**config.mk**
```make
export PLATFORM = sky130hd
export DESIGN_NAME = mouse_report_to_serial_packets_core_flat
export DESIGN_NICKNAME = d
export VERILOG_FILES = /design/src/rtl/mrsp_pkg.sv /design/src/rtl/mrsp_if.sv /design/src/rtl/mrsp_encoder.sv /design/src/rtl/mrsp_serializer.sv /design/src/rtl/mouse_report_to_serial_packets_core.sv /design/src/flat_wrapper.sv
export SDC_FILE = /design/constraint.sdc
export NUM_CORES = 1
export LEC_CHECK = 0
export BUFFER_PORTS_ARGS = -buffer_cell sky130_fd_sc_hd__buf_2
export CORE_AREA = 4 4 105 107
export CTS_CLUSTER_DIAMETER = 60
export DETAILED_ROUTE_END_ITERATION = 10
export DIE_AREA = 0 0 109 111
export SYNTH_ARGS = -nofsm -noshare
export SYNTH_HDL_FRONTEND = slang
export SYNTH_SLANG_ARGS = --single-unit
```
**constraint.sdc**
```tcl
create_clock -name clk_i -period 8.04 [get_ports clk_i]
set_clock_uncertainty 0.2 [all_clocks]
set_input_delay 1.608 -clock clk_i [delete_from_list [all_inputs] [get_ports clk_i]]
set_output_delay 1.608 -clock clk_i [all_outputs]
set_load 0.005 [all_outputs]
```
**src/rtl/mrsp_pkg.sv**
```systemverilog
package mrsp_pkg;

  localparam int unsigned GapW    = 6;
  localparam int unsigned ByteW   = 8;
  localparam int unsigned BtnW    = 3;
  localparam int unsigned CfgIdxW = 2;

  // Configuration register indexes.
  typedef enum logic [CfgIdxW-1:0] {
    CFG_HEAD_GAP  = 2'd0,
    CFG_TAIL_GAP  = 2'd1,
    CFG_START_GAP = 2'd2
  } cfg_idx_e;

  // Item codes on the func field.
  localparam logic FUNC_REPORT = 1'b0;
  localparam logic FUNC_TICK   = 1'b1;

  localparam logic [GapW-1:0]  HEAD_GAP_RST  = 6'd25;
  localparam logic [GapW-1:0]  TAIL_GAP_RST  = 6'd15;
  localparam logic [GapW-1:0]  START_GAP_RST = 6'd40;
  localparam logic [GapW-1:0]  ELAPSED_MAX   = 6'd63;
  localparam logic [BtnW-1:0]  BTN_IDLE      = 3'b111;
  localparam logic [ByteW-1:0] HEAD_FLAG     = 8'h80;
  localparam logic [ByteW-1:0] ACC_MAX       = 8'h7f;
  localparam logic [ByteW-1:0] ACC_MIN       = 8'h81;

  // One packet handed from the encoder to the serializer.
  typedef struct packed {
    logic             vld;
    logic             head;
    logic [BtnW-1:0]  btn;
    logic [ByteW-1:0] dx;
    logic [ByteW-1:0] dy;
  } pkt_t;

  // Clamp a 9-bit signed sum to the -127..127 accumulator range.
  function automatic logic [ByteW-1:0] sat_acc(logic signed [ByteW:0] s);
    logic [ByteW-1:0] r;
    if (s > 9'sd127) begin
      r = ACC_MAX;
    end else if (s < -9'sd127) begin
      r = ACC_MIN;
    end else begin
      r = s[ByteW-1:0];
    end
    return r;
  endfunction

endpackage

```
**src/rtl/mrsp_if.sv**
```systemverilog
// Input channel: mouse reports and millisecond ticks.
interface mrsp_in_if;
  logic       valid;
  logic       ready;
  logic       func;
  logic [7:0] report_buttons;
  logic signed [7:0] move_x;
  logic signed [7:0] move_y;

  modport source (output valid, func, report_buttons, move_x, move_y, input ready);
  modport sink   (input valid, func, report_buttons, move_x, move_y, output ready);
endinterface

// Output channel: serial bytes.
interface mrsp_out_if;
  logic       valid;
  logic       ready;
  logic [7:0] out_byte;
  logic       last;

  modport source (output valid, out_byte, last, input ready);
  modport sink   (input valid, out_byte, last, output ready);
endinterface

```
**src/rtl/mrsp_encoder.sv**
```systemverilog
module mrsp_encoder (
  input  logic                                clk_i,
  input  logic                                rst_ni,
  input  logic                                cfg_we_i,
  input  logic [mrsp_pkg::CfgIdxW-1:0]        cfg_idx_i,
  input  logic [mrsp_pkg::GapW-1:0]           cfg_data_i,
  input  logic                                acc_i,
  input  logic                                func_i,
  input  logic [mrsp_pkg::ByteW-1:0]          buttons_i,
  input  logic signed [mrsp_pkg::ByteW-1:0]   move_x_i,
  input  logic signed [mrsp_pkg::ByteW-1:0]   move_y_i,
  output mrsp_pkg::pkt_t                      pkt_o
);

  logic [mrsp_pkg::GapW-1:0]  head_gap_q, head_gap_d;
  logic [mrsp_pkg::GapW-1:0]  tail_gap_q, tail_gap_d;
  logic [mrsp_pkg::GapW-1:0]  start_gap_q, start_gap_d;
  logic [mrsp_pkg::GapW-1:0]  gap_q, gap_d;
  logic [mrsp_pkg::GapW-1:0]  elapsed_q, elapsed_d;
  logic [mrsp_pkg::BtnW-1:0]  btn_q, btn_d;
  logic [mrsp_pkg::ByteW-1:0] acc_x_q, acc_x_d;
  logic [mrsp_pkg::ByteW-1:0] acc_y_q, acc_y_d;
  logic                       pending_q, pending_d;
  logic                       in_tail_q, in_tail_d;

  logic [mrsp_pkg::GapW:0]    e_inc;
  logic [mrsp_pkg::GapW:0]    e_sub;
  logic [mrsp_pkg::GapW-1:0]  e_next;
  logic                       expired;
  logic signed [mrsp_pkg::ByteW:0] sum_x;
  logic signed [mrsp_pkg::ByteW:0] sum_y;
  logic                       fire;

  // Interval timer: one more millisecond, wrap by the gap, saturate.
  assign e_inc   = {1'b0, elapsed_q} + 7'd1;
  assign expired = (e_inc >= {1'b0, gap_q});
  assign e_sub   = expired ? (e_inc - {1'b0, gap_q}) : e_inc;
  assign e_next  = e_sub[mrsp_pkg::GapW] ? mrsp_pkg::ELAPSED_MAX : e_sub[mrsp_pkg::GapW-1:0];

  // Movement accumulation, y is negated.
  assign sum_x = $signed({acc_x_q[mrsp_pkg::ByteW-1], acc_x_q})
               + $signed({move_x_i[mrsp_pkg::ByteW-1], move_x_i});
  assign sum_y = $signed({acc_y_q[mrsp_pkg::ByteW-1], acc_y_q})
               - $signed({move_y_i[mrsp_pkg::ByteW-1], move_y_i});

  assign fire = acc_i && (func_i == mrsp_pkg::FUNC_TICK) && expired && pending_q;

  // Packet taken from the state as it stands before this tick.
  assign pkt_o.vld  = fire;
  assign pkt_o.head = !in_tail_q;
  assign pkt_o.btn  = btn_q;
  assign pkt_o.dx   = acc_x_q;
  assign pkt_o.dy   = acc_y_q;

  // Next-state logic for items and configuration writes.
  always_comb begin
    head_gap_d  = head_gap_q;
    tail_gap_d  = tail_gap_q;
    start_gap_d = start_gap_q;
    gap_d       = gap_q;
    elapsed_d   = elapsed_q;
    btn_d       = btn_q;
    acc_x_d     = acc_x_q;
    acc_y_d     = acc_y_q;
    pending_d   = pending_q;
    in_tail_d   = in_tail_q;

    if (acc_i) begin
      if (func_i == mrsp_pkg::FUNC_REPORT) begin
        // Buttons become the active-low code: left=4, middle=2, right=1.
        btn_d     = {~buttons_i[0], ~buttons_i[2], ~buttons_i[1]};
        acc_x_d   = mrsp_pkg::sat_acc(sum_x);
        acc_y_d   = mrsp_pkg::sat_acc(sum_y);
        pending_d = 1'b1;
      end else begin
        elapsed_d = e_next;
        if (fire) begin
          acc_x_d = '0;
          acc_y_d = '0;
          if (in_tail_q) begin
            in_tail_d = 1'b0;
            gap_d     = tail_gap_q;
            pending_d = (btn_q != mrsp_pkg::BTN_IDLE);
          end else begin
            btn_d     = mrsp_pkg::BTN_IDLE;
            in_tail_d = 1'b1;
            gap_d     = head_gap_q;
          end
        end
      end
    end

    if (cfg_we_i) begin
      case (cfg_idx_i)
        mrsp_pkg::CFG_HEAD_GAP: head_gap_d = cfg_data_i;
        mrsp_pkg::CFG_TAIL_GAP: tail_gap_d = cfg_data_i;
        mrsp_pkg::CFG_START_GAP: begin
          start_gap_d = cfg_data_i;
          gap_d       = cfg_data_i;
        end
        default: ;
      endcase
    end
  end

  always_ff @(posedge clk_i or negedge rst_ni) begin
    if (!rst_ni) begin
      head_gap_q  <= mrsp_pkg::HEAD_GAP_RST;
      tail_gap_q  <= mrsp_pkg::TAIL_GAP_RST;
      start_gap_q <= mrsp_pkg::START_GAP_RST;
      gap_q       <= mrsp_pkg::START_GAP_RST;
      elapsed_q   <= '0;
      btn_q       <= mrsp_pkg::BTN_IDLE;
      acc_x_q     <= '0;
      acc_y_q     <= '0;
      pending_q   <= 1'b0;
      in_tail_q   <= 1'b0;
    end else begin
      head_gap_q  <= head_gap_d;
      tail_gap_q  <= tail_gap_d;
      start_gap_q <= start_gap_d;
      gap_q       <= gap_d;
      elapsed_q   <= elapsed_d;
      btn_q       <= btn_d;
      acc_x_q     <= acc_x_d;
      acc_y_q     <= acc_y_d;
      pending_q   <= pending_d;
      in_tail_q   <= in_tail_d;
    end
  end

endmodule

```
**src/rtl/mrsp_serializer.sv**
```systemverilog
module mrsp_serializer (
  input  logic                       clk_i,
  input  logic                       rst_ni,
  input  mrsp_pkg::pkt_t             pkt_i,
  output logic                       ready_o,
  output logic                       out_valid_o,
  output logic [mrsp_pkg::ByteW-1:0] out_byte_o,
  output logic                       out_last_o,
  input  logic                       out_ready_i
);

  logic [1:0]                           cnt_q, cnt_d;
  logic [2:0][mrsp_pkg::ByteW-1:0]      seq_q, seq_d;
  logic                                 pop;

  // Bytes left to send; the front byte sits at position zero.
  assign out_valid_o = (cnt_q != 2'd0);
  assign out_last_o  = (cnt_q == 2'd1);
  assign out_byte_o  = seq_q[0];
  assign pop         = out_valid_o && out_ready_i;

  // A new packet may load once the buffer drains or its last byte leaves now.
  assign ready_o = (cnt_q == 2'd0) || (out_last_o && out_ready_i);

  // Load a packet or shift one byte out per transfer.
  always_comb begin
    cnt_d = cnt_q;
    seq_d = seq_q;
    if (pkt_i.vld) begin
      if (pkt_i.head) begin
        seq_d[0] = mrsp_pkg::HEAD_FLAG | {5'b0, pkt_i.btn};
        seq_d[1] = pkt_i.dx;
        seq_d[2] = pkt_i.dy;
        cnt_d    = 2'd3;
      end else begin
        seq_d[0] = pkt_i.dx;
        seq_d[1] = pkt_i.dy;
        cnt_d    = 2'd2;
      end
    end else if (pop) begin
      seq_d[0] = seq_q[1];
      seq_d[1] = seq_q[2];
      cnt_d    = cnt_q - 2'd1;
    end
  end

  always_ff @(posedge clk_i or negedge rst_ni) begin
    if (!rst_ni) begin
      cnt_q <= '0;
    end else begin
      cnt_q <= cnt_d;
    end
  end

  always_ff @(posedge clk_i) begin
    seq_q <= seq_d;
  end

endmodule

```
**src/rtl/mouse_report_to_serial_packets_core.sv**
```systemverilog
// Serial mouse packet encoder.
// in_i carries reports (func 0) and one-millisecond ticks (func 1); out_o
// delivers the serial byte stream, one byte per transfer, with last set on
// the final byte of each packet. A tick whose interval runs out while data
// is pending produces a 3-byte head packet or a 2-byte tail packet.
// Registers (cfg_we_i, cfg_idx_i, cfg_data_i): 0 head gap, 1 tail gap,
// 2 start gap (also loads the running interval); write them while idle.
// The first byte of a packet is valid in the cycle right after the tick
// transfer. Reports and ticks without output leave in_i.ready high. A
// tick that emits a packet keeps in_i.ready low while the single packet
// buffer drains; in_i.ready comes back in the cycle of the last byte.
// When the receiver stalls, the current byte holds and, once a packet is
// buffered, no further item is accepted until its last byte is taken.
// Reset empties the buffer, clears the other state, loads the default gaps
// (25, 15, 40 ms) and starts in the head phase with no data pending.
module mouse_report_to_serial_packets_core (
  input  logic                          clk_i,
  input  logic                          rst_ni,
  input  logic                          cfg_we_i,
  input  logic [mrsp_pkg::CfgIdxW-1:0]  cfg_idx_i,
  input  logic [mrsp_pkg::GapW-1:0]     cfg_data_i,
  mrsp_in_if.sink                       in_i,
  mrsp_out_if.source                    out_o
);

  mrsp_pkg::pkt_t pkt;
  logic           ser_ready;
  logic           in_xfer;

  assign in_i.ready = ser_ready;
  assign in_xfer    = in_i.valid && ser_ready;

  mrsp_encoder u_encoder (
    .clk_i      (clk_i),
    .rst_ni     (rst_ni),
    .cfg_we_i   (cfg_we_i),
    .cfg_idx_i  (cfg_idx_i),
    .cfg_data_i (cfg_data_i),
    .acc_i      (in_xfer),
    .func_i     (in_i.func),
    .buttons_i  (in_i.report_buttons),
    .move_x_i   (in_i.move_x),
    .move_y_i   (in_i.move_y),
    .pkt_o      (pkt)
  );

  mrsp_serializer u_serializer (
    .clk_i       (clk_i),
    .rst_ni      (rst_ni),
    .pkt_i       (pkt),
    .ready_o     (ser_ready),
    .out_valid_o (out_o.valid),
    .out_byte_o  (out_o.out_byte),
    .out_last_o  (out_o.last),
    .out_ready_i (out_o.ready)
  );

endmodule

```
**src/flat_wrapper.sv**
```systemverilog
// flat-port wrapper written by rule: the top's interface ports become plain ports
module mouse_report_to_serial_packets_core_flat 
  (clk_i, rst_ni, cfg_we_i, cfg_idx_i, cfg_data_i, in_i_valid, in_i_func, in_i_report_buttons, in_i_move_x, in_i_move_y, in_i_ready, out_o_valid, out_o_out_byte, out_o_last, out_o_ready);
  mrsp_in_if in_i_i ();
  mrsp_out_if out_o_i ();
  input  logic clk_i;
  input  logic rst_ni;
  input  logic cfg_we_i;
  input  logic [mrsp_pkg::CfgIdxW-1:0] cfg_idx_i;
  input  logic [mrsp_pkg::GapW-1:0] cfg_data_i;
  input wire logic [$bits(in_i_i.valid)-1:0] in_i_valid;
  input wire logic [$bits(in_i_i.func)-1:0] in_i_func;
  input wire logic [$bits(in_i_i.report_buttons)-1:0] in_i_report_buttons;
  input wire logic [$bits(in_i_i.move_x)-1:0] in_i_move_x;
  input wire logic [$bits(in_i_i.move_y)-1:0] in_i_move_y;
  output wire logic [$bits(in_i_i.ready)-1:0] in_i_ready;
  output wire logic [$bits(out_o_i.valid)-1:0] out_o_valid;
  output wire logic [$bits(out_o_i.out_byte)-1:0] out_o_out_byte;
  output wire logic [$bits(out_o_i.last)-1:0] out_o_last;
  input wire logic [$bits(out_o_i.ready)-1:0] out_o_ready;
  assign in_i_i.valid = in_i_valid;
  assign in_i_i.func = in_i_func;
  assign in_i_i.report_buttons = in_i_report_buttons;
  assign in_i_i.move_x = in_i_move_x;
  assign in_i_i.move_y = in_i_move_y;
  assign in_i_ready = in_i_i.ready;
  assign out_o_valid = out_o_i.valid;
  assign out_o_out_byte = out_o_i.out_byte;
  assign out_o_last = out_o_i.last;
  assign out_o_i.ready = out_o_ready;
  mouse_report_to_serial_packets_core u_core (.clk_i(clk_i), .rst_ni(rst_ni), .cfg_we_i(cfg_we_i), .cfg_idx_i(cfg_idx_i), .cfg_data_i(cfg_data_i), .in_i(in_i_i), .out_o(out_o_i));
endmodule
```
==> metrics.md, run 1 <==
| Metric | Value |
|---|---|
| Period utilisation layout | 51.6% |
| Layout net count | 517 |
| Post-CTS Setup Repair Bufs | 0 |
| Max-slew headroom | 25.8% |
| Number of rows in the core area | 37 |
| Die extent in y | 111 um |
| Simple-gate share of the synthesized area | 12.5% |
| Total power draw | 0.00211 W |
| Seq/Total Area, Yosys | 43.7% |
| Half-perimeter wire length after detailed placement | 6510 um |
| Dominant delay contributor by cell family on the critical path | simple AND/OR/NAND/NOR gates |
| Worst min-delay path class | flip-flop to flip-flop |
| Number of buffers on the longest clock path | 2 |
| Leading cell type in the layout, fill and taps excluded | nand2_1 |
| Max Fclk | 241 MHz |
| Data required, critical path | 7.75 ns |
| Critical Path Start Type | input port |
| Combined area of all synthesized cells | 0.00437 mm2 |
| Latest clock arrival within the worst-skew pair | 0.35 ns |
| Setup Viol. Count Final | 0 |
| Net Count, Synth | 484 |
| Max Cap Viol | 0 |
| End of the worst register-to-register path | u_core.u_serializer.seq_q[10]$_DFFE_PP_ |
| Clock-pin transition on the worst setup and hold timing paths | 0.07 ns |
| Port bufs | 43 |
| Number of remaining DRC errors | 0 |
| Crit path time final | 4.15 ns |
| Arr. time, crit path | 3.85 ns |
| Peak supply drop | 0.000145 V |
| Post-synthesis share of cell area spent on xor and xnor gates | 2.80% |
| Leakage power | 2.17 nW |
| Fraction of synthesized area in multiplexers | 10.0% |
| Maximum fanout along the worst path | 45 |
| Gr usage total | 15.9% |
| Average wire per standard cell | 15.3 um |
| Maximum single-stage delay on the critical path | 0.73 ns |
| FF-to-FF path depth | 8 |
| Via count of the routed design | 3165 |
| Seq cells post-synth | 71 |
| Die W | 109 um |
| Top_reg_cell synth | dfrtp_1 |
| DRT Wirelength | 9050 um |
| Post-CTS Resized | 0 |
| Clock tree root driver cell | clkbuf_8 |
| Last weighted congestion value of the routability-driven placer | 0.789 |
| Synth Instances | 418 |
| Start point of the worst hold path | u_core.u_encoder.tail_gap_q[4]$_DFFE_PN0P_ |
| Minimum setup slack among reg-to-reg paths | 3.99 ns |
| Hold Path Stages | 1 |
| Critical path endpoint category | flip-flop |
| Total number of yosys warnings | 0 |
| First-iteration detailed-routing DRC count | 161 |
| Number of global-route vias before repair | 3164 |
| Drt first pass iters | 4 |
| Worst path cell trace | buf_2, a21o_1, and3_1, o311a_1, nor2_4, nand2_1 |
| Average size of a mapped cell | 10.5 um2 |
| Sum of overflow across all layers after global routing | 0 |
| Commonest cells after routing, fill and taps aside | 44 x nand2_1, 43 x buf_2, 35 x dfrtp_1 |
| CTS HTree Levels | 3 |
| DIE AREA | 0.0121 mm2 |
| Slew @ Worst Pin | 1.11 ns |
| Result of the run | finished, final reports clean |
| Buffering stage count on the worst path with inverters included | 1 |
| Areal power density over the cells | 435 mW/mm2 |
| Global-route wire length before repair | 15200 um |
| TritonCTS clock tree | yes |
| Post-route worst hold slack | 0.307 ns |
| Initial Util | 43.1% |
| Count of clock tree sinks | 71 |
| Total clock buffers created by CTS | 9 |
| Hold buffer count at CTS | 0 |
| Core Region | 0.0101 mm2 |
| Origin of the worst setup path | out_o_ready |
| Num ports | 49 |
| Reg-to-Reg Start | u_core.u_encoder.elapsed_q[0]$_DFFE_PN0P_ |
| Summed negative setup slack over all endpoints | 0 ns |
| CP max stage cell | nor2_4 |
| Share of post-route cells with drive strength above 1 | 23.0% |
| Number of nets still failing antenna checks after routing | 0 |
| Share of flip-flops with an asynchronous set or reset | 66.2% |
| Number of library cell types mapped by synthesis | 67 |
| Via-to-Cell Ratio | 5.35 |
| Number of synthesized flops with an enable pin | 24 |
| Antenna violations before repair | 0 |
| Pin count of the biggest net entering global routing | 48 |
| Category of the critical setup timing path | input port to flip-flop |
| Count of final max-slew check failures | 0 |
| Diode insertion count for antenna repair | 0 |
| Hold EP | u_core.u_encoder.tail_gap_q[4]$_DFFE_PN0P_ |
| RSZ-0062 raised after global routing | false |
| Share of synthesized cell area in full adder, half adder and majority cells | 8.53% |
| Synth-to-Final Area Change | 10.8% |
| Compound-cell area share of the yosys netlist | 17.7% |
| Final number of hold-violating endpoints | 0 |
| Dominant combinational cell family by area after synthesis | compound AO/OA/AOI/OAI gates |
-- layer usage --
layer	track usage, %	up-vias	wire, um
met4	4.80	0	99
met3	3.09	9	385
met5	0	-	0
met2	24.2	63	4120
met1	22.7	1496	4440
li1	-	1597	-
-- layout make-up --
type                    count  area, um2
repair buffers             43        215
fillers                   986       5300
clock buffers              13        160
inverters                  24       90.1
well taps                 136        170
flip-flops and latches     71       1910
multi-input cells         302       2250
clock inverters             3       42.5
-- sequential cells by signal, summed over array words and instances, names as in the netlist --
register / count
u_core.u_serializer.cnt_q: 2
u_core.u_encoder.acc_x_q: 8
u_core.u_encoder.head_gap_q: 6
u_core.u_encoder.acc_y_q: 8
u_core.u_encoder.gap_q: 6
u_core.u_serializer.out_byte_o: 8
u_core.u_encoder.btn_q: 3
u_core.u_encoder.tail_gap_q: 6
u_core.u_serializer.seq_q: 16
u_core.u_encoder.pending_q: 1
u_core.u_encoder.elapsed_q: 6
u_core.u_encoder.in_tail_q: 1
-- worst max path at each step --
stage	cells past startpoint	end
after floorplan	8	u_core.u_encoder.acc_x_q[1]$_DFFE_PN0P_
after global placement	6	u_core.u_serializer.seq_q[9]$_DFFE_PP_
after detailed placement	6	u_core.u_serializer.seq_q[12]$_DFFE_PP_
after CTS	6	u_core.u_serializer.seq_q[9]$_DFFE_PP_
after global routing	6	u_core.u_serializer.seq_q[9]$_DFFE_PP_
final	6	u_core.u_serializer.seq_q[10]$_DFFE_PP_
-- stage by stage --
step	utilization, %	cell area (um2)	cells	worst slack [ns]
floorplan	-	4370	418	4.13
finish	47.8	4840	592	3.89
global placement	45.8	4640	576	3.54
detailed placement	45.8	4640	576	3.51
global route	47.8	4840	592	3.66
CTS	47.8	4840	592	3.88
-- power breakdown --
group	switching, W	internal [W]
Sequential	0.000130	0.000552
Clock	0.000131	0.000162
Combinational	0.000623	0.000511
-- logic make-up (layout without fill, tap and decap cells) --
logic type | after synthesis | count (layout)
XOR/XNOR | 14 | 14
flip-flops | 71 | 71
AO/OA/AOI/OAI | 111 | 111
buffers and inverters | 45 | 83
adder cells (fa/ha/maj) | 28 | 28
AND/OR/NAND/NOR | 108 | 108
multiplexers | 41 | 41
-- Yosys cell counts (all sizes together) (2+ instances only) --
cell     n  area share (%)
a211oi   2            0.34
a21o     8             1.4
a21oi   22             2.7
a221o    6             1.4
a221oi   3            0.74
a22o     7             1.4
a22oi    5            0.86
a31oi    2            0.29
and2     2            0.29
and3     4            0.60
and4     2            0.40
buf     14             2.1
clkbuf   7            0.63
dfrtp   35              20
dfstp   12             7.2
edfxtp  24              16
fa       3             1.4
ha      25             7.2
inv     24             2.1
mux2    22             5.7
mux2i   19             4.3
nand2   44             3.8
nand2b   4            0.57
nand3    6            0.80
nand3b   2            0.34
nand4    2            0.29
nor2    22             2.1
nor2b    7             1.0
nor3     2            0.34
nor3b    2            0.34
o211ai   3            0.51
o21a     2            0.34
o21ai   33             3.8
o21bai   2            0.34
o31a     2            0.40
o31ai    2            0.34
or2      3            0.43
or3      2            0.31
xnor2    8             1.6
xor2     6             1.2
Note: power is estimated with default switching activity, not from simulation.
==> run 2, diff against run 1 <==
Clock period 8.04 ns to 3.7 ns, I/O delays scaled along.
==> run 2 against run 1 <==
Effect of this change: first-iteration DRC count up 12%; design area up 1.1%; sequential share of layout area down 0.44 points; via count up 0.28%; flip-flop and latch count unchanged; global-route usage down 0.69 points; worst setup slack worse by 3.5 ns; critical endpoint is now u_core.u_serializer.out_byte_o[2]$_DFFE_PP_; largest power group unchanged; highest routed layer unchanged.
==> metrics.md, run 2 (synthesized netlist as in run 1, its figures left out) <==
| Metric | Value |
|---|---|
| Worst path cell trace | ha_1, xor2_1, ha_1, o21a_1, o31a_1, o311a_1, nor2_4, buf_4, o21ai_0 |
| Number of standard cells in the final layout excluding fillers | 596 (+0.68%) |
| Number of global-route vias before repair | 3005 (-5.0%) |
| Part of the total power dissipated in combinational logic | 52.9% (-0.9 points) |
| Die W | 109 um (unchanged) |
| DIE AREA | 0.0121 mm2 (unchanged) |
| Period utilisation layout | 89.8% |
| Max Cap Viol | 0 (unchanged) |
| Die extent in y | 111 um (unchanged) |
| Average wire per standard cell | 14.6 um (-4.3%) |
| Setup Viol. Count Final | 0 (unchanged) |
| Antenna violations before repair | 0 (unchanged) |
| Slew @ Worst Pin | 1.10 ns (-0.0167 ns) |
| Share of post-route cells with drive strength above 1 | 24.3% (+1.3 points) |
| Gr usage total | 15.2% (-0.69 points) |
| Data required, critical path | 3.57 ns (-4.18 ns) |
| Via-to-Cell Ratio | 5.33 (-0.39%) |
| Final number of hold-violating endpoints | 0 (unchanged) |
| Maximum single-stage delay on the critical path | 0.44 ns (-0.29 ns) |
| Internal portion of total power | 0.00271 W (+120%) |
| Summed negative setup slack over all endpoints | 0 ns (unchanged) |
| Number of cells in the design after placement | 580 (+0.69%) |
| Count of final max-slew check failures | 0 (unchanged) |
| Diode insertion count for antenna repair | 0 (unchanged) |
| Count of clock tree sinks | 71 (unchanged) |
| Max reg flops | 16 (unchanged) |
| First-iteration detailed-routing DRC count | 180 (+12%) |
| Buffering stage count on the worst path with inverters included | 1 (unchanged) |
| TritonCTS clock tree | yes |
| Number of rows in the core area | 37 (unchanged) |
| Category of the critical setup timing path | flip-flop to flip-flop |
| Filler cells | 940 (-4.7%) |
| Last weighted congestion value of the routability-driven placer | 0.802 (+1.7%) |
| Post-CTS Setup Repair Bufs | 0 (unchanged) |
| Critical Path Start Type | flip-flop |
| Critical path endpoint category | flip-flop |
| RSZ-0062 raised after global routing | false |
| Port bufs | 43 (unchanged) |
| Register with the most flip-flops | u_core.u_serializer.seq_q |
| Power share of the clock group | 15.2% (+1.3 points) |
| Most used cell along the critical path | ha_1 |
| Layout net count | 521 (+0.77%) |
| Switching Fraction | 41.5% (-0.45 points) |
| CTS HTree Levels | 3 (unchanged) |
| Number of remaining DRC errors | 0 (unchanged) |
| Max Fclk | 301 MHz |
| Latest clock arrival within the worst-skew pair | 0.35 ns (about the same) |
| Max-slew headroom | 26.9% (+1.1 points) |
| Synth-to-Final Area Change | 12.0% |
| Num ports | 49 (unchanged) |
| Clock-pin transition on the worst setup and hold timing paths | 0.08 ns (about the same) |
| Switching power summed over all nets | 0.00192 W (+120%) |
| Hold buffer count at CTS | 0 (unchanged) |
| Core Region | 0.0101 mm2 (unchanged) |
| Dominant delay contributor by cell family on the critical path | compound AO/OA/AOI/OAI gates |
| Peak supply drop | 0.000350 V (+140%) |
| Maximum fanout along the worst path | 25 (-44%) |
| Crit path time final | 3.32 ns |
| Commonest cells after routing, fill and taps aside | 44 x nand2_1, 43 x buf_2, 35 x dfrtp_1 |
| CP max stage cell | dfrtp_1 |
| Sum of overflow across all layers after global routing | 0 (unchanged) |
| Drt first pass iters | 4 (unchanged) |
| Arr. time, crit path | 3.19 ns (-0.66 ns) |
| Initial Util | 43.1% (unchanged) |
| Pin count of the biggest net entering global routing | 48 (unchanged) |
| Leakage power | 2.20 nW (+1.3%) |
| Number of nets still failing antenna checks after routing | 0 (unchanged) |
| Total clock buffers created by CTS | 9 (unchanged) |
| Result of the run | finished, final reports clean |
| Share of power burned in registers | 31.9% (-0.4 points) |
| Post-CTS Resized | 0 (unchanged) |
| Worst min-delay path class | flip-flop to flip-flop |
| Areal power density over the cells | 946 mW/mm2 (+120%) |
| DRT Wirelength | 8720 um (-3.7%) |
| Clock tree root driver cell | clkbuf_8 |
| Leading cell type in the layout, fill and taps excluded | nand2_1 |
| Via count of the routed design | 3174 (+0.28%) |
| Half-perimeter wire length after detailed placement | 6390 um (-1.8%) |
| Global-route wire length before repair | 14500 um (-4.4%) |
| Number of buffers on the longest clock path | 2 (unchanged) |
==> run 2: routing by layer <==
layer	up-vias	global-route usage, %	routed length (um)
met4	0	4.46	90
li1	1602	-	-
met3	9	3.44	372
met5	-	0	0
met2	58	22.3	3940
met1	1505	22.2	4310
==> run 2: worst paths after layout <==
path	start	end	slack (ns)	cells past startpoint
max	u_core.u_encoder.elapsed_q[0]$_DFFE_PN0P_	u_core.u_serializer.out_byte_o[2]$_DFFE_PP_	0.38	9
min	u_core.u_encoder.head_gap_q[1]$_DFFE_PN0P_	u_core.u_encoder.head_gap_q[1]$_DFFE_PN0P_	0.31	1
max reg2reg	u_core.u_encoder.elapsed_q[0]$_DFFE_PN0P_	u_core.u_serializer.out_byte_o[2]$_DFFE_PP_	0.38	9
min reg2reg	u_core.u_encoder.head_gap_q[1]$_DFFE_PN0P_	u_core.u_encoder.head_gap_q[1]$_DFFE_PN0P_	0.31	1
max in group asynchronous	rst_ni	u_core.u_encoder.acc_y_q[4]$_DFFE_PN0P_	2.28	1
min in group asynchronous	rst_ni	u_core.u_encoder.pending_q$_DFFE_PN0P_	0.36	1
==> run 2: power groups by stage <==
stage / clock network (W) / logic [W] / registers (W)
after global routing: 0.000766 / 0.00275 / 0.00153
after CTS: 0.000722 / 0.00246 / 0.00148
after detailed placement: 0 / 0.00244 / 0.00150
after floorplan: 0 / 0.00205 / 0.00136
final: 0.000703 / 0.00245 / 0.00148
after global placement: 0 / 0.00238 / 0.00148
==> run 2: layout make-up <==
class	count	area [um2]	area share, %
clock inverters	7	104	2.12
inverters	24	90.1	1.84
well taps	136	170	3.47
clock buffers	9	124	2.53
repair buffers	47	245	5.01
flip-flops and latches	71	1910	39.0
multi-input cells	302	2250	46.0
==> run 2: metrics by stage <==
stage	utilization (%)	worst slack, ns	hold slack (ns)	power [W]	cell area, um2
6_report	48.3	0.379	0.309	0.00463	4900
5_1_grt	48.3	0.180	0.337	0.00505	4900
4_1_cts	48.3	0.406	0.311	0.00467	4900
3_5_place_dp	46.1	0.385	0.292	0.00394	4670
3_3_place_gp	46.1	0.377	0.283	0.00386	4670
2_1_floorplan	-	0.528	0.244	0.00341	4370
==> run 3, diff against run 2 <==
Settings changed: REMOVE_ABC_BUFFERS from default to 1.
==> run 3 against run 2 <==
Effect of this change: design area increased by 0.38%; cell count increased by 0.34%; register-to-register slack improved by 0.09 ns; hold slack improved by 0.0017 ns; die area unchanged; sequential share of layout area decreased by 0.15 points; fmax increased by 2.8%; flip-flop and latch count unchanged; routed wire length increased by 3.2%; combinational power about the same; critical path type unchanged.
==> metrics.md, run 3 (synthesized netlist as in run 1, its figures left out) <==
| Metric | Value |
|---|---|
| Flip-flop and latch area | 0.00191 mm2 (unchanged) |
| Layout net count | 523 (+0.38%) |
| Total area of multi-input combinational cells | 0.00225 mm2 (unchanged) |
| Last weighted congestion value of the routability-driven placer | 0.789 (-1.6%) |
| Number of remaining DRC errors | 0 (unchanged) |
| Pin count of the biggest net entering global routing | 48 (unchanged) |
| Antenna violations before repair | 0 (unchanged) |
| Count of clock tree sinks | 71 (unchanged) |
| Setup Viol. Count Final | 0 (unchanged) |
| Critical Path Start Type | flip-flop |
| Data required, critical path | 3.51 ns (-0.06 ns) |
| Post-CTS Setup Repair Bufs | 0 (unchanged) |
| DIE AREA | 0.0121 mm2 (unchanged) |
| Category of the critical setup timing path | flip-flop to flip-flop |
| Crit path time final | 3.23 ns (-0.0909 ns) |
| TritonCTS clock tree | yes |
| Post-CTS Resized | 0 (unchanged) |
| Post-placement worst setup slack | 0.332 ns (-0.0527 ns) |
| Num ports | 49 (unchanged) |
| Filler cells | 923 (-1.8%) |
| Max Fclk | 310 MHz (+2.8%) |
| Critical path endpoint category | flip-flop |
| Diode insertion count for antenna repair | 0 (unchanged) |
| Slew @ Worst Pin | 1.11 ns (+0.0125 ns) |
| Final worst slack | 0.470 ns (+0.0909 ns) |
| Max reg flops | 16 (unchanged) |
| Clock tree root driver cell | clkbuf_8 |
| Result of the run | finished, final reports clean |
| Clock-pin transition on the worst setup and hold timing paths | 0.08 ns (about the same) |
| Number of buffers on the longest clock path | 2 (unchanged) |
| Gr usage total | 15.9% (+0.70 points) |
| Count of final max-slew check failures | 0 (unchanged) |
| Leading cell type in the layout, fill and taps excluded | nand2_1 |
| Final number of hold-violating endpoints | 0 (unchanged) |
| Arr. time, crit path | 3.04 ns (-0.15 ns) |
| Worst min-delay path class | flip-flop to flip-flop |
| Average wire per standard cell | 15.0 um (+2.8%) |
| Peak supply drop | 0.000330 V (-5.9%) |
| Hold buffer count at CTS | 0 (unchanged) |
| Via count of the routed design | 3192 (+0.57%) |
| Maximum fanout along the worst path | 18 (-28%) |
| Initial Util | 43.1% (unchanged) |
| Max Cap Viol | 0 (unchanged) |
| Die extent in y | 111 um (unchanged) |
| Commonest cells after routing, fill and taps aside | 44 x nand2_1, 43 x buf_2, 35 x dfrtp_1 |
| Areal power density over the cells | 949 mW/mm2 (+0.37%) |
| Port bufs | 43 (unchanged) |
| Drt first pass iters | 4 (unchanged) |
| CTS HTree Levels | 3 (unchanged) |
| Global-route wire length before repair | 15300 um (+5.7%) |
| Die W | 109 um (unchanged) |
| Sum of overflow across all layers after global routing | 0 (unchanged) |
| Leakage power | 2.21 nW (+0.62%) |
| Number of rows in the core area | 37 (unchanged) |
| RSZ-0062 raised after global routing | false |
| Synth-to-Final Area Change | 12.4% |
| First-iteration detailed-routing DRC count | 145 (-19%) |
| DRT Wirelength | 8990 um (+3.2%) |
| Number of nets still failing antenna checks after routing | 0 (unchanged) |
| Half-perimeter wire length after detailed placement | 6610 um (+3.3%) |
| Period utilisation layout | 87.3% (-2.5 points) |
| Summed negative setup slack over all endpoints | 0 ns (unchanged) |
| Number of global-route vias before repair | 3158 (+5.1%) |
| Register with the most flip-flops | u_core.u_serializer.seq_q |
| Core Region | 0.0101 mm2 (unchanged) |
| Latest clock arrival within the worst-skew pair | 0.34 ns (about the same) |
| Max-slew headroom | 26.1% (-0.84 points) |
| Final Core Density | 48.5% (+0.19 points) |
| Via-to-Cell Ratio | 5.34 (+0.23%) |
| Share of post-route cells with drive strength above 1 | 24.5% (+0.11 points) |
| Total clock buffers created by CTS | 9 (unchanged) |
[run 3: changes by cell type in the layout (fill, tap and decap cells not counted)]
cell and delta:
clkinvlp_4 -1, inv_8 -1, buf_4 +2, clkbuf_8 +2
clkinv_4 -1, clkbuf_1 +1
[run 3: worst max-delay path: stages (launching register included)]
cell and delay (ns):
dfrtp_1 0.43, ha_1 0.22, and2_1 0.22, nand2_1 0.09, xnor2_1 0.16, ha_1 0.40, and3_1 0.18, o311a_1 0.25
nor2_4 0.11, or2_2 0.36, inv_1 0.28
[run 3: cell type report]
cell class | count | area share (%)
repair buffers | 49 | 5.29
multi-input cells | 302 | 45.8
inverters | 24 | 1.83
flip-flops and latches | 71 | 38.9
well taps | 136 | 3.46
clock buffers | 12 | 3.16
clock inverters | 4 | 1.55
[run 3: path summary, 6_finish.rpt]
| check | slack (ns) | to | cells after the start | startpoint |
|---|---|---|---|---|
| hold reg to reg | 0.31 | u_core.u_encoder.tail_gap_q[5]$_DFFE_PN0P_ | 1 | u_core.u_encoder.tail_gap_q[5]$_DFFE_PN0P_ |
| setup reg to reg | 0.47 | u_core.u_serializer.seq_q[18]$_DFFE_PP_ | 10 | u_core.u_encoder.elapsed_q[0]$_DFFE_PN0P_ |
| max in group asynchronous | 2.25 | u_core.u_serializer.cnt_q[0]$_DFFE_PN0P_ | 1 | rst_ni |
| min in group asynchronous | 0.38 | u_core.u_encoder.elapsed_q[2]$_DFFE_PN0P_ | 1 | rst_ni |
| setup / recovery | 0.47 | u_core.u_serializer.seq_q[18]$_DFFE_PP_ | 10 | u_core.u_encoder.elapsed_q[0]$_DFFE_PN0P_ |
| hold / removal | 0.31 | u_core.u_encoder.tail_gap_q[5]$_DFFE_PN0P_ | 1 | u_core.u_encoder.tail_gap_q[5]$_DFFE_PN0P_ |
[run 3: power by group]
| part | total, W | switching [W] | internal, W |
|---|---|---|---|
| clock network | 0.000711 | 0.000292 | 0.000420 |
| logic | 0.00247 | 0.00133 | 0.00114 |
| registers | 0.00149 | 0.000289 | 0.00120 |
| total | 0.00467 | 0.00191 | 0.00276 |
[run 3: routing by layer]
layer / vias to the layer above / wire, um / GRT usage (%)
met4: 0 / 76 / 3.70
met1: 1519 / 4560 / 22.7
met5: - / 0 / 0
met2: 53 / 4070 / 24.6
met3: 5 / 288 / 3.26
li1: 1615 / - / -
[run 3: metrics by stage]
stage | cell area, um2 | power (W) | cells | hold slack (ns)
after global routing | 4920 | 0.00510 | 598 | 0.332
after floorplan | 4260 | 0.00332 | 397 | 0.244
after CTS | 4920 | 0.00468 | 598 | 0.309
after detailed placement | 4690 | 0.00395 | 582 | 0.296
after global placement | 4690 | 0.00388 | 582 | 0.282
final | 4920 | 0.00467 | 598 | 0.310
